## src/rtl/tkd_pkg.sv

```systemverilog
// Package: constants, types and register codes for the touch key note unit.
package tkd_pkg;

    localparam int KEY_COUNT      = 9;
    localparam int WINDOW_SAMPLES = 24;

    localparam int LEVELS_W   = 9;
    localparam int LEVEL_W    = 5;
    localparam int NOTE_W     = 7;
    localparam int KEY_NUM_W  = 4;
    localparam int OFFSET_W   = 7;
    localparam int OFFSETS_W  = 63;
    localparam int CFG_IDX_W  = 3;
    localparam int CFG_DATA_W = 63;

    localparam int POS_W     = $clog2(WINDOW_SAMPLES);
    localparam int CNT_W     = $clog2(WINDOW_SAMPLES + 1);
    localparam int CMP_W     = (CNT_W > LEVEL_W) ? CNT_W : LEVEL_W;
    localparam int KEY_IDX_W = (KEY_COUNT > 1) ? $clog2(KEY_COUNT) : 1;

    localparam logic [LEVEL_W-1:0] PRESS_RESET   = LEVEL_W'(14);
    localparam logic [LEVEL_W-1:0] RELEASE_RESET = LEVEL_W'(12);
    localparam logic [NOTE_W-1:0]  BASE_RESET    = NOTE_W'(36);
    localparam logic [NOTE_W-1:0]  NOTE_MAX      = NOTE_W'(127);

    typedef enum logic [CFG_IDX_W-1:0] {
        CFG_PRESS   = 3'd0,
        CFG_RELEASE = 3'd1,
        CFG_BASE    = 3'd2,
        CFG_OFFSETS = 3'd3
    } cfg_index_t;

    typedef struct packed {
        logic [KEY_COUNT-1:0] change;
        logic [KEY_COUNT-1:0] on;
    } events_t;

endpackage

```

## src/rtl/tkd_keys.sv

```systemverilog
// Per-key sample history, closed-sample counts and press/release decision.
module tkd_keys
(
    input  logic                              clk,
    input  logic                              rst_n,
    input  logic                              accept,
    input  logic [tkd_pkg::LEVELS_W-1:0]      key_levels,
    input  logic [tkd_pkg::LEVEL_W-1:0]       press_level,
    input  logic [tkd_pkg::LEVEL_W-1:0]       release_level,
    output tkd_pkg::events_t                  events
);

    logic [tkd_pkg::WINDOW_SAMPLES-1:0] hist_reg  [tkd_pkg::KEY_COUNT];
    logic [tkd_pkg::WINDOW_SAMPLES-1:0] hist_next [tkd_pkg::KEY_COUNT];
    logic [tkd_pkg::CNT_W-1:0]          cnt_reg   [tkd_pkg::KEY_COUNT];
    logic [tkd_pkg::CNT_W-1:0]          cnt_next  [tkd_pkg::KEY_COUNT];
    logic [tkd_pkg::KEY_COUNT-1:0]      pressed_reg;
    logic [tkd_pkg::KEY_COUNT-1:0]      pressed_next;
    logic [tkd_pkg::POS_W-1:0]          pos_reg;
    logic [tkd_pkg::POS_W-1:0]          pos_next;

    always_comb
    begin
        logic fresh;
        logic oldest;
        events = '0;
        for (int k = 0; k < tkd_pkg::KEY_COUNT; k++)
        begin
            fresh  = ~key_levels[k];
            oldest = hist_reg[k][pos_reg];
            hist_next[k]          = hist_reg[k];
            hist_next[k][pos_reg] = fresh;
            cnt_next[k] = cnt_reg[k] + tkd_pkg::CNT_W'(fresh) - tkd_pkg::CNT_W'(oldest);
            if (pressed_reg[k])
            begin
                events.change[k] = tkd_pkg::CMP_W'(cnt_next[k]) <
                                   tkd_pkg::CMP_W'(release_level);
            end
            else
            begin
                events.change[k] = tkd_pkg::CMP_W'(cnt_next[k]) >
                                   tkd_pkg::CMP_W'(press_level);
            end
            events.on[k] = ~pressed_reg[k];
        end
        pressed_next = pressed_reg ^ events.change;
        pos_next = (pos_reg == tkd_pkg::POS_W'(tkd_pkg::WINDOW_SAMPLES - 1)) ?
                   '0 : pos_reg + tkd_pkg::POS_W'(1);
    end

    always_ff @(posedge clk or negedge rst_n)
    begin
        if (!rst_n)
        begin
            for (int k = 0; k < tkd_pkg::KEY_COUNT; k++)
            begin
                hist_reg[k] <= '0;
                cnt_reg[k]  <= '0;
            end
            pressed_reg <= '0;
            pos_reg     <= '0;
        end
        else if (accept)
        begin
            for (int k = 0; k < tkd_pkg::KEY_COUNT; k++)
            begin
                hist_reg[k] <= hist_next[k];
                cnt_reg[k]  <= cnt_next[k];
            end
            pressed_reg <= pressed_next;
            pos_reg     <= pos_next;
        end
    end

endmodule

```

## src/rtl/tkd_emit.sv

```systemverilog
// Pending event mask and output register: one note event per cycle while the output is not stalled, key order.
module tkd_emit
(
    input  logic                              clk,
    input  logic                              rst_n,
    input  logic                              accept,
    input  tkd_pkg::events_t                  events,
    input  logic [tkd_pkg::NOTE_W-1:0]        base_note,
    input  logic [tkd_pkg::OFFSETS_W-1:0]     key_offsets,
    input  logic                              out_stall,
    output logic                              busy,
    output logic                              out_valid,
    output logic                              note_on,
    output logic [tkd_pkg::NOTE_W-1:0]        note,
    output logic [tkd_pkg::KEY_NUM_W-1:0]     key_number,
    output logic                              last
);

    logic [tkd_pkg::KEY_COUNT-1:0]  pend_reg;
    logic [tkd_pkg::KEY_COUNT-1:0]  pend_next;
    logic [tkd_pkg::KEY_COUNT-1:0]  on_reg;
    logic [tkd_pkg::KEY_COUNT-1:0]  on_next;
    logic [tkd_pkg::KEY_COUNT-1:0]  low_bit;
    logic [tkd_pkg::KEY_COUNT-1:0]  rest;
    logic [tkd_pkg::KEY_COUNT-1:0]  pend_after;
    logic [tkd_pkg::KEY_IDX_W-1:0]  idx;
    logic [tkd_pkg::OFFSET_W-1:0]   offs [tkd_pkg::KEY_COUNT];
    logic [tkd_pkg::NOTE_W:0]       sum;
    logic                           fire;

    logic                           valid_reg;
    logic                           valid_next;
    logic                           on_out_reg;
    logic [tkd_pkg::NOTE_W-1:0]     note_reg;
    logic [tkd_pkg::KEY_NUM_W-1:0]  key_reg;
    logic                           last_reg;

    always_comb
    begin
        for (int k = 0; k < tkd_pkg::KEY_COUNT; k++)
        begin
            offs[k] = key_offsets[k*tkd_pkg::OFFSET_W +: tkd_pkg::OFFSET_W];
        end
        idx = '0;
        for (int k = tkd_pkg::KEY_COUNT - 1; k >= 0; k--)
        begin
            if (pend_reg[k])
            begin
                idx = tkd_pkg::KEY_IDX_W'(k);
            end
        end
        low_bit    = pend_reg & (~pend_reg + tkd_pkg::KEY_COUNT'(1));
        rest       = pend_reg & ~low_bit;
        fire       = (pend_reg != '0) && (!valid_reg || !out_stall);
        pend_after = fire ? rest : pend_reg;
        busy       = (pend_after != '0);
        pend_next  = accept ? events.change : pend_after;
        on_next    = accept ? events.on : on_reg;
        sum        = {1'b0, base_note} + {1'b0, offs[idx]};
        valid_next = fire ? 1'b1 : (out_stall ? valid_reg : 1'b0);
    end

    always_ff @(posedge clk or negedge rst_n)
    begin
        if (!rst_n)
        begin
            pend_reg  <= '0;
            valid_reg <= 1'b0;
        end
        else
        begin
            pend_reg  <= pend_next;
            valid_reg <= valid_next;
        end
    end

    always_ff @(posedge clk)
    begin
        on_reg <= on_next;
        if (fire)
        begin
            on_out_reg <= on_reg[idx];
            note_reg   <= sum[tkd_pkg::NOTE_W] ? tkd_pkg::NOTE_MAX : sum[tkd_pkg::NOTE_W-1:0];
            key_reg    <= tkd_pkg::KEY_NUM_W'(idx);
            last_reg   <= (rest == '0);
        end
    end

    assign out_valid  = valid_reg;
    assign note_on    = on_out_reg;
    assign note       = note_reg;
    assign key_number = key_reg;
    assign last       = last_reg;

endmodule

```

## src/rtl/touch_key_window_debounce_to_note_events_unit.sv

```systemverilog
// The first note event of a tick passes through the pending mask and then the
// output register before it is shown.
// Events leave one per cycle while the output is not stalled; a tick holds the
// input while the single output register drains its pending mask.
// A tick with no change leaves the input free at once.
// Reset clears histories, counts, pressed flags, write position and pending events;
// thresholds go to 14 and 12, base note to 36, key offsets to zero.
module touch_key_window_debounce_to_note_events_unit
(
    input  logic                              clk,
    input  logic                              rst_n,
    input  logic                              in_valid,
    output logic                              in_stall,
    input  logic [tkd_pkg::LEVELS_W-1:0]      key_levels,
    input  logic                              cfg_valid,
    output logic                              cfg_ready,
    input  logic [tkd_pkg::CFG_IDX_W-1:0]     cfg_index,
    input  logic [tkd_pkg::CFG_DATA_W-1:0]    cfg_data,
    output logic                              out_valid,
    input  logic                              out_stall,
    output logic                              note_on,
    output logic [tkd_pkg::NOTE_W-1:0]        note,
    output logic [tkd_pkg::KEY_NUM_W-1:0]     key_number,
    output logic                              last
);

    logic [tkd_pkg::LEVEL_W-1:0]   press_reg;
    logic [tkd_pkg::LEVEL_W-1:0]   release_reg;
    logic [tkd_pkg::NOTE_W-1:0]    base_reg;
    logic [tkd_pkg::OFFSETS_W-1:0] offsets_reg;
    logic                          accept;
    logic                          busy;
    tkd_pkg::events_t              events;

    assign cfg_ready = 1'b1;
    assign in_stall  = busy;
    assign accept    = in_valid && !busy;

    always_ff @(posedge clk or negedge rst_n)
    begin
        if (!rst_n)
        begin
            press_reg   <= tkd_pkg::PRESS_RESET;
            release_reg <= tkd_pkg::RELEASE_RESET;
            base_reg    <= tkd_pkg::BASE_RESET;
            offsets_reg <= '0;
        end
        else if (cfg_valid && cfg_ready)
        begin
            case (cfg_index)
                tkd_pkg::CFG_PRESS:   press_reg   <= cfg_data[tkd_pkg::LEVEL_W-1:0];
                tkd_pkg::CFG_RELEASE: release_reg <= cfg_data[tkd_pkg::LEVEL_W-1:0];
                tkd_pkg::CFG_BASE:    base_reg    <= cfg_data[tkd_pkg::NOTE_W-1:0];
                tkd_pkg::CFG_OFFSETS: offsets_reg <= cfg_data[tkd_pkg::OFFSETS_W-1:0];
                default:              ;
            endcase
        end
    end

    tkd_keys u_keys
    (
        .clk           (clk),
        .rst_n         (rst_n),
        .accept        (accept),
        .key_levels    (key_levels),
        .press_level   (press_reg),
        .release_level (release_reg),
        .events        (events)
    );

    tkd_emit u_emit
    (
        .clk         (clk),
        .rst_n       (rst_n),
        .accept      (accept),
        .events      (events),
        .base_note   (base_reg),
        .key_offsets (offsets_reg),
        .out_stall   (out_stall),
        .busy        (busy),
        .out_valid   (out_valid),
        .note_on     (note_on),
        .note        (note),
        .key_number  (key_number),
        .last        (last)
    );

endmodule

```

## config.mk

```make
export PLATFORM = sky130hd
export DESIGN_NAME = touch_key_window_debounce_to_note_events_unit
export DESIGN_NICKNAME = d
export VERILOG_FILES = /design/src/rtl/tkd_pkg.sv /design/src/rtl/tkd_keys.sv /design/src/rtl/tkd_emit.sv /design/src/rtl/touch_key_window_debounce_to_note_events_unit.sv
export SDC_FILE = /design/constraint.sdc
export NUM_CORES = 1
export LEC_CHECK = 0
export BUFFER_PORTS_ARGS = -buffer_cell sky130_fd_sc_hd__buf_4
export CAP_MARGIN = 20
export CORE_MARGIN = 1.5
export CORE_UTILIZATION = 35
export CTS_CLUSTER_DIAMETER = 200
export DETAILED_ROUTE_END_ITERATION = 10
export PLACE_DENSITY = 0.47
export SLEW_MARGIN = 10
export SYNTH_ARGS = -nofsm -noshare
export SYNTH_HDL_FRONTEND = slang
export SYNTH_SLANG_ARGS = --single-unit
export TNS_END_PERCENT = 10
```

## constraint.sdc

```tcl
create_clock -name clk -period 10.4 [get_ports clk]
set_input_delay 1.04 -clock clk [delete_from_list [all_inputs] [get_ports clk]]
set_output_delay 1.04 -clock clk [all_outputs]
set_load 0.01 [all_outputs]
```

==> results of run 1 <==
[through the flow]
stage	std cells	setup WS, ps	util	instance area (µm²)	total power [mW]
after floorplan	1658	5770	-	20700	5.84
after global placement	2459	4860	0.383	22200	6.96
after detailed placement	2459	4840	0.383	22200	7.08
after CTS	2543	4790	0.409	23800	8.75
after global routing	2544	4520	0.410	23800	9.49
final	2544	4850	0.410	23800	8.63
[cells in the final DEF, fill, tap and decap left out, types with 5 or more instances in the layout]
cell type  Yosys  routed
fa_1          10      10
mux2i_1       28      28
a22oi_1       31      31
nand2_1      119     119
nand2b_1      13      13
clkbuf_8       0      10
and3_1         8       8
o21ai_0       91      91
buf_4          3     116
mux2_1        30      30
nor2_1        19      19
nand3b_1       8       8
nand3_1       23      23
clkbuf_16      0      47
ha_1         137     137
and2_1         5       5
mux4_2        55      55
edfxtp_1      22      22
xor2_1        12      12
mux2_2       253     253
dfrtp_1      358     356
a21oi_1       77      77
inv_1        100      99
clkbuf_1      58       9
clkinv_2       0      12
a211oi_1      13      13
dfstp_2        7       7
nor3_4        18      18
a21o_1        35      35
xnor2_1       30      30
nor3_2         4       5
[per-layer routing]
metal  up-vias  wire length [µm]  track usage
met5         -                 0            0
met3        73              1790       0.0220
met1      6774             24200        0.244
met4         0              1280       0.0529
li1       6203                 -            -
met2       227             26000        0.306
[cells in the mapped netlist, drive strengths merged, types with 8 or more instances]
cell type	instances	share of area
a211oi	13	0.0047
edfxtp	22	0.032
mux4	55	0.060
nand3b	8	0.0029
ha	137	0.083
nand2	120	0.022
mux2i	28	0.014
a21o	35	0.013
fa	10	0.0097
nor3	26	0.017
xnor2	30	0.013
o21ai	91	0.022
a21oi	77	0.019
dfrtp	358	0.43
xor2	12	0.0051
mux2	283	0.15
buf	23	0.0049
and3	8	0.0024
a22oi	31	0.011
nor2	19	0.0034
clkbuf	58	0.011
nand3	23	0.0056
inv	100	0.018
nand2b	13	0.0039
[power groups by stage]
stage	combinational, mW	clock, mW	sequential (mW)
floorplan	3.54	0	2.30
global placement	4.53	0	2.44
detailed placement	4.63	0	2.45
CTS	4.65	1.67	2.43
global route	5.26	1.73	2.50
finish	4.60	1.61	2.42
[worst max-delay path: stages (launching register included)]
cell and delay, ps:
dfrtp_4 660, buf_4 760, mux4_2 610, a22oi_1 430
nand3_1 230, ha_1 330, inv_1 40, ha_1 200
fa_1 420, a21o_1 180, a21oi_1 170, xnor2_1 210
ha_1 310, a211oi_1 220, o21ai_0 140, a21oi_1 370
a21o_1 130
[worst paths after layout]
path	startpoint	end	slack (ps)
min in group asynchronous	rst_n	u_keys.cnt_reg[2]	580
setup / recovery	u_keys.pos_reg[0]	u_emit.pend_reg[0]	4850
hold / removal	u_keys.hist_reg[70]	u_keys.hist_reg[70]	480
setup reg to reg	u_keys.pos_reg[0]	u_emit.pend_reg[0]	4850
hold reg to reg	u_keys.hist_reg[70]	u_keys.hist_reg[70]	480
max in group asynchronous	rst_n	offsets_reg[4]	8320
[logic make-up after synthesis]
kind of cell | after synthesis | share of synthesized area
AOI/OAI and AO/OA | 289 | 0.0869
xor gates and xnor gates | 42 | 0.0178
adders and majority gates | 148 | 0.0930
buffers and inverters | 181 | 0.0336
DFF | 387 | 0.474
muxes | 366 | 0.227
other | 1 | 0.000181
and+or+nand+nor | 244 | 0.0672
[final cells by class]
| cell class | count | area (µm²) | area share |
|---|---|---|---|
| inverters | 100 | 377 | 0.0158 |
| clock buffers | 66 | 1350 | 0.0567 |
| flip-flops and latches | 387 | 9810 | 0.413 |
| repair buffers | 118 | 913 | 0.0384 |
| multi-input cells | 1090 | 10200 | 0.430 |
| well taps | 765 | 957 | 0.0403 |
| clock inverters | 18 | 159 | 0.00668 |
==> metrics.md, run 1 <==
| Metric | Value |
|---|---|
| Crit-path max FO | `42` |
| Total die area | `a little over 60000 µm²` |
| Status | `finished, final reports clean` |
| F_max | `between 150 and 200 MHz` |
| Total CTS buffers | `46` |
| Synthesized instance count | `approximately 1700` |
| Hold_ws | `about 480 ps` |
| Initial antenna violation count | `1` |
| Total Nets Final | `just under 2000` |
| Sequential Power Share | `0.281` |
| Setup tns final | `0 ps` |
| Seq/Total Area, Yosys | `0.474` |
| GRT Resource Usage Total | `0.181` |
| Vias in the first global route | `roughly 14000` |
| FILL cells | `5474` |
| Drt first pass iters | `5` |
| WS Path Type | `reg -> reg` |
| Port-buffer cells | `94` |
| Max reg flops | `approximately 220` |
| Initial DRC Count | `about 620` |
| Area delta synth->final | `14.9%` |
| Post-synth top flop | `dfrtp_1` |
| Antenna Cells | `0` |
| Post-route clock period utilization | `0.534` |
| CTS tree | `done` |
| Hold Path Class | `reg -> reg` |
| Data required, critical path | `about 11000 ps` |
| Worst IR Drop VDD | `about 0.00016 V` |
| Max-slew headroom | `0.315` |
| Gpl congestion | `0.760` |
| Worst Path Arrival | `between 6000 and 7000 ps` |
| Die height | `246 µm` |
| Max clock buf depth | `3` |
| Yosys warns | `0` |
| Syn Area/Cell | `about 12 µm²` |
| Hold path depth | `1` |
| Combinational share of power | `0.532` |
| Clock group share of total power | `0.187` |
| Share of cells above drive strength 1 | `0.305` |
| Slew at the pin with the worst max-slew slack | `1030 ps` |
| Switching Share | `0.406` |
| CTS HTree Levels | `2` |
| Clock Sinks | `slightly below 400` |
| Max Cap Viol | `0` |
| Syn Nets | `1885` |
| Clock Latency Late Sink | `roughly 580 ps` |
| Crit start category | `flip-flop` |
| FFs w/ async S/R, synth | `0.943` |
| Internal power | `roughly 5 mW` |
| Clock-pin slew on the worst setup and hold paths | `~60 ps` |
| Kind of end point of the critical path | `flip-flop` |
| Core area | `just under 60000 µm²` |
| FP Rows | `roughly 90` |
| Skew final | `19.9 ps` |
| Hold buffers post-CTS | `0` |
| Setup repair bufs after CTS | `0` |
| Register-to-Register Path Depth | `16` |
| Post-DP HPWL | `approximately 36 mm` |
| Ports | `96` |
| Starting Density | `0.357` |
| Root Driver | `clkbuf_16` |
| Die width | `roughly 250 µm` |
| Routed vias | `around 13000` |
| Pwr dens | `~360 nW/µm²` |
| Post-route DRC violation count | `0` |
| Avg Vias per Cell | `~5.2` |
| Slew Limit Fails | `0` |
| RSZ-0062 raised after global routing | `false` |
| Unique masters post-synth | `69` |
| CTS resizes | `0` |
| DRT antenna net count | `0` |
| Final hold viol count | `0` |
| Final WL | `53.3 mm` |
| WL per Instance | `~21 µm` |
| Largest net degree at the start of global routing | `between 100 and 150` |
| Fin crit period | `5550 ps` |
| Count of flip-flops with a built-in enable after synthesis | `22` |
| Final setup fails | `0` |
| Mapped cell area | `20700 µm²` |
| Net Switching | `~3.5 mW` |
| Leak Pwr | `between 10 and 15 nW` |
| First-pass GRT wire length | `approximately 84 mm` |
| Grt total ovfl | `0` |
| Synth Register Bits | `slightly below 400` |
Note: power is estimated with default switching activity, not from simulation.
==> run 2: changes to the inputs <==
==> constraint.sdc (replaced) <==
create_clock -name clk -period 5.31 [get_ports clk]
set_input_delay 0.531 -clock clk [delete_from_list [all_inputs] [get_ports clk]]
set_output_delay 0.531 -clock clk [all_outputs]
set_load 0.01 [all_outputs]
==> run 2 against run 1 <==
Compared with the run above:
- global-route usage barely moved
- die area did not move
- sequential power rose by 98%
- via count barely moved
- final cell count rose by 0.79%
- sequential cell count did not move
- final area rose by 1.3%
- critical path depth did not move
- critical endpoint unchanged
- clock skew rose by 0.96 ps
==> metrics.md, run 2 (synthesized netlist as in run 1, its figures left out) <==
| Metric | Value |
|---|---|
| GRT Resource Usage Total | `0.181 (about the same)` |
| Pwr dens | `717 nW/µm² (+97%)` |
| Commonest non-fill, non-tap cell in the layout | `dfrtp_1` |
| Slew at the pin with the worst max-slew slack | `1040 ps (+11.5 ps)` |
| Skew final | `20.8 ps (+0.965 ps)` |
| Clock Sinks | `387 (unchanged)` |
| Clock-pin slew on the worst setup and hold paths | `60 ps (about the same)` |
| Ports | `96 (unchanged)` |
| FILL cells | `5397 (-1.4%)` |
| Post-route DRC violation count | `0 (unchanged)` |
| Final WL | `53.2 mm (about the same)` |
| Seq. cell area | `9810 µm² (about the same)` |
| First-pass GRT wire length | `84.5 mm (+0.13%)` |
| CTS tree | `done` |
| Setup repair bufs after CTS | `0 (unchanged)` |
| Root Driver | `clkbuf_16` |
| Setup tns final | `0 ps (unchanged)` |
| DRT antenna net count | `0 (unchanged)` |
| Final setup fails | `0 (unchanged)` |
| Leak Pwr | `11.2 nW (+1.5%)` |
| Core area | `58000 µm² (unchanged)` |
| Multi-input gate area | `10200 µm² (about the same)` |
| Initial DRC Count | `818 (+32%)` |
| Clock Latency Late Sink | `590 ps (about the same)` |
| Max-slew headroom | `0.308 (-0.00767)` |
| Fin crit period | `4840 ps (-707 ps)` |
| Post-DP HPWL | `36.4 mm (+2.6%)` |
| Kind of end point of the critical path | `flip-flop` |
| Largest net degree at the start of global routing | `113 (-4.2%)` |
| Starting Density | `0.357 (unchanged)` |
| Gpl congestion | `0.806 (+6.0%)` |
| Most frequent cells in the layout | `dfrtp_1, mux2_2, ha_1, buf_4, nand2_1` |
| Max Cap Viol | `0 (unchanged)` |
| Worst IR Drop VDD | `0.000292 V (+85%)` |
| Max clock buf depth | `3 (unchanged)` |
| Total die area | `60600 µm² (unchanged)` |
| Max reg flops | `216 (unchanged)` |
| Hold Path Class | `in -> reg` |
| CTS resizes | `0 (unchanged)` |
| Area delta synth->final | `16.5%` |
| Status | `finished, final reports clean` |
| WS Path Type | `reg -> reg` |
| Share of cells above drive strength 1 | `0.315 (+0.00939)` |
| Total CTS buffers | `45 (-2.2%)` |
| Slew Limit Fails | `0 (unchanged)` |
| Total Nets Final | `1989 (+0.96%)` |
| Die height | `246 µm (unchanged)` |
| Port-buffer cells | `94 (unchanged)` |
| Crit start category | `flip-flop` |
| F_max | `206 MHz (+15%)` |
| FP Rows | `88 (unchanged)` |
| Routed vias | `13300 (-0.090%)` |
| Crit-path max FO | `26 (-38%)` |
| Grt total ovfl | `0 (unchanged)` |
| CTS HTree Levels | `2 (unchanged)` |
| Hold buffers post-CTS | `1 (+1)` |
| WL per Instance | `20.8 µm (-0.88%)` |
| Antenna Cells | `0 (unchanged)` |
| Die width | `246 µm (unchanged)` |
| Vias in the first global route | `13900 (+0.32%)` |
| Drt first pass iters | `5 (unchanged)` |
| Worst Path Arrival | `5360 ps (-700 ps)` |
| Avg Vias per Cell | `5.17 (-0.87%)` |
| Data required, critical path | `5830 ps (-5080 ps)` |
| Hold_ws | `122 ps (-356 ps)` |
| RSZ-0062 raised after global routing | `false` |
| Post-route clock period utilization | `0.912 (+0.378)` |
| Final hold viol count | `0 (unchanged)` |
| Initial antenna violation count | `0 (-1)` |
[run 2: worst max-delay path, cell delays in order, from the launching register on]
cell and delay (ps):
dfrtp_4 830, buf_12 250, mux4_2 560, a22oi_1 250, nand3_1 280, ha_1 360, inv_1 40, ha_1 190
fa_1 410, a21o_1 180, a21oi_1 170, xnor2_1 200, ha_1 300, a211oi_1 220, o21ai_0 150, a21oi_1 240
a21o_1 110
[run 2: through the flow]
| step | utilization | worst slack (ps) | total power, mW | cells | instance area (µm²) |
|---|---|---|---|---|---|
| 5_1_grt | 0.415 | 65.5 | 18.9 | 2564 | 24100 |
| 3_3_place_gp | 0.387 | 392 | 13.9 | 2478 | 22500 |
| 6_report | 0.415 | 466 | 17.3 | 2564 | 24100 |
| 2_1_floorplan | - | 680 | 11.4 | 1658 | 20700 |
| 4_1_cts | 0.415 | 335 | 17.5 | 2563 | 24100 |
| 3_5_place_dp | 0.387 | 394 | 14.1 | 2478 | 22500 |
[run 2: cell type report]
cell class,instances,area share
Timing Repair Buffer,138,0.0479
Inverter,100,0.0156
Multi-Input combinational cell,1090,0.423
Tap cell,765,0.0397
Clock inverter,24,0.0125
Clock buffer,60,0.0537
Sequential cell,387,0.407
[run 2: final timing paths]
kind / startpoint / endpoint / slack, ps / depth (start not counted)
worst min register to register: u_keys.hist_reg[166] / u_keys.hist_reg[166] / 480 / 1
worst min-delay path: key_levels[0] / u_keys.hist_reg[215] / 120 / 2
worst max-delay path: u_keys.pos_reg[0] / u_emit.pend_reg[0] / 470 / 16
worst max register to register: u_keys.pos_reg[0] / u_emit.pend_reg[0] / 470 / 16
min in group asynchronous: rst_n / u_keys.cnt_reg[42] / 490 / 2
max in group asynchronous: rst_n / u_keys.pos_reg[0] / 3630 / 3
[run 2: metal layers]
metal | GRT usage | wire (µm) | share of wire
met1 | 0.249 | 24900 | 0.47
met2 | 0.303 | 25500 | 0.48
met4 | 0.0429 | 1000 | 0.019
met3 | 0.0232 | 1810 | 0.034
met5 | 0 | 0 | 0
[run 2: where the power goes]
part           internal, mW  leakage [nW]  total, mW  switching [mW]
combinational          4.26          5.55       9.16            4.90
sequential             4.08          4.91       4.78           0.693
clock                  2.01         0.792       3.33            1.31
total                  10.4          11.2       17.3            6.91
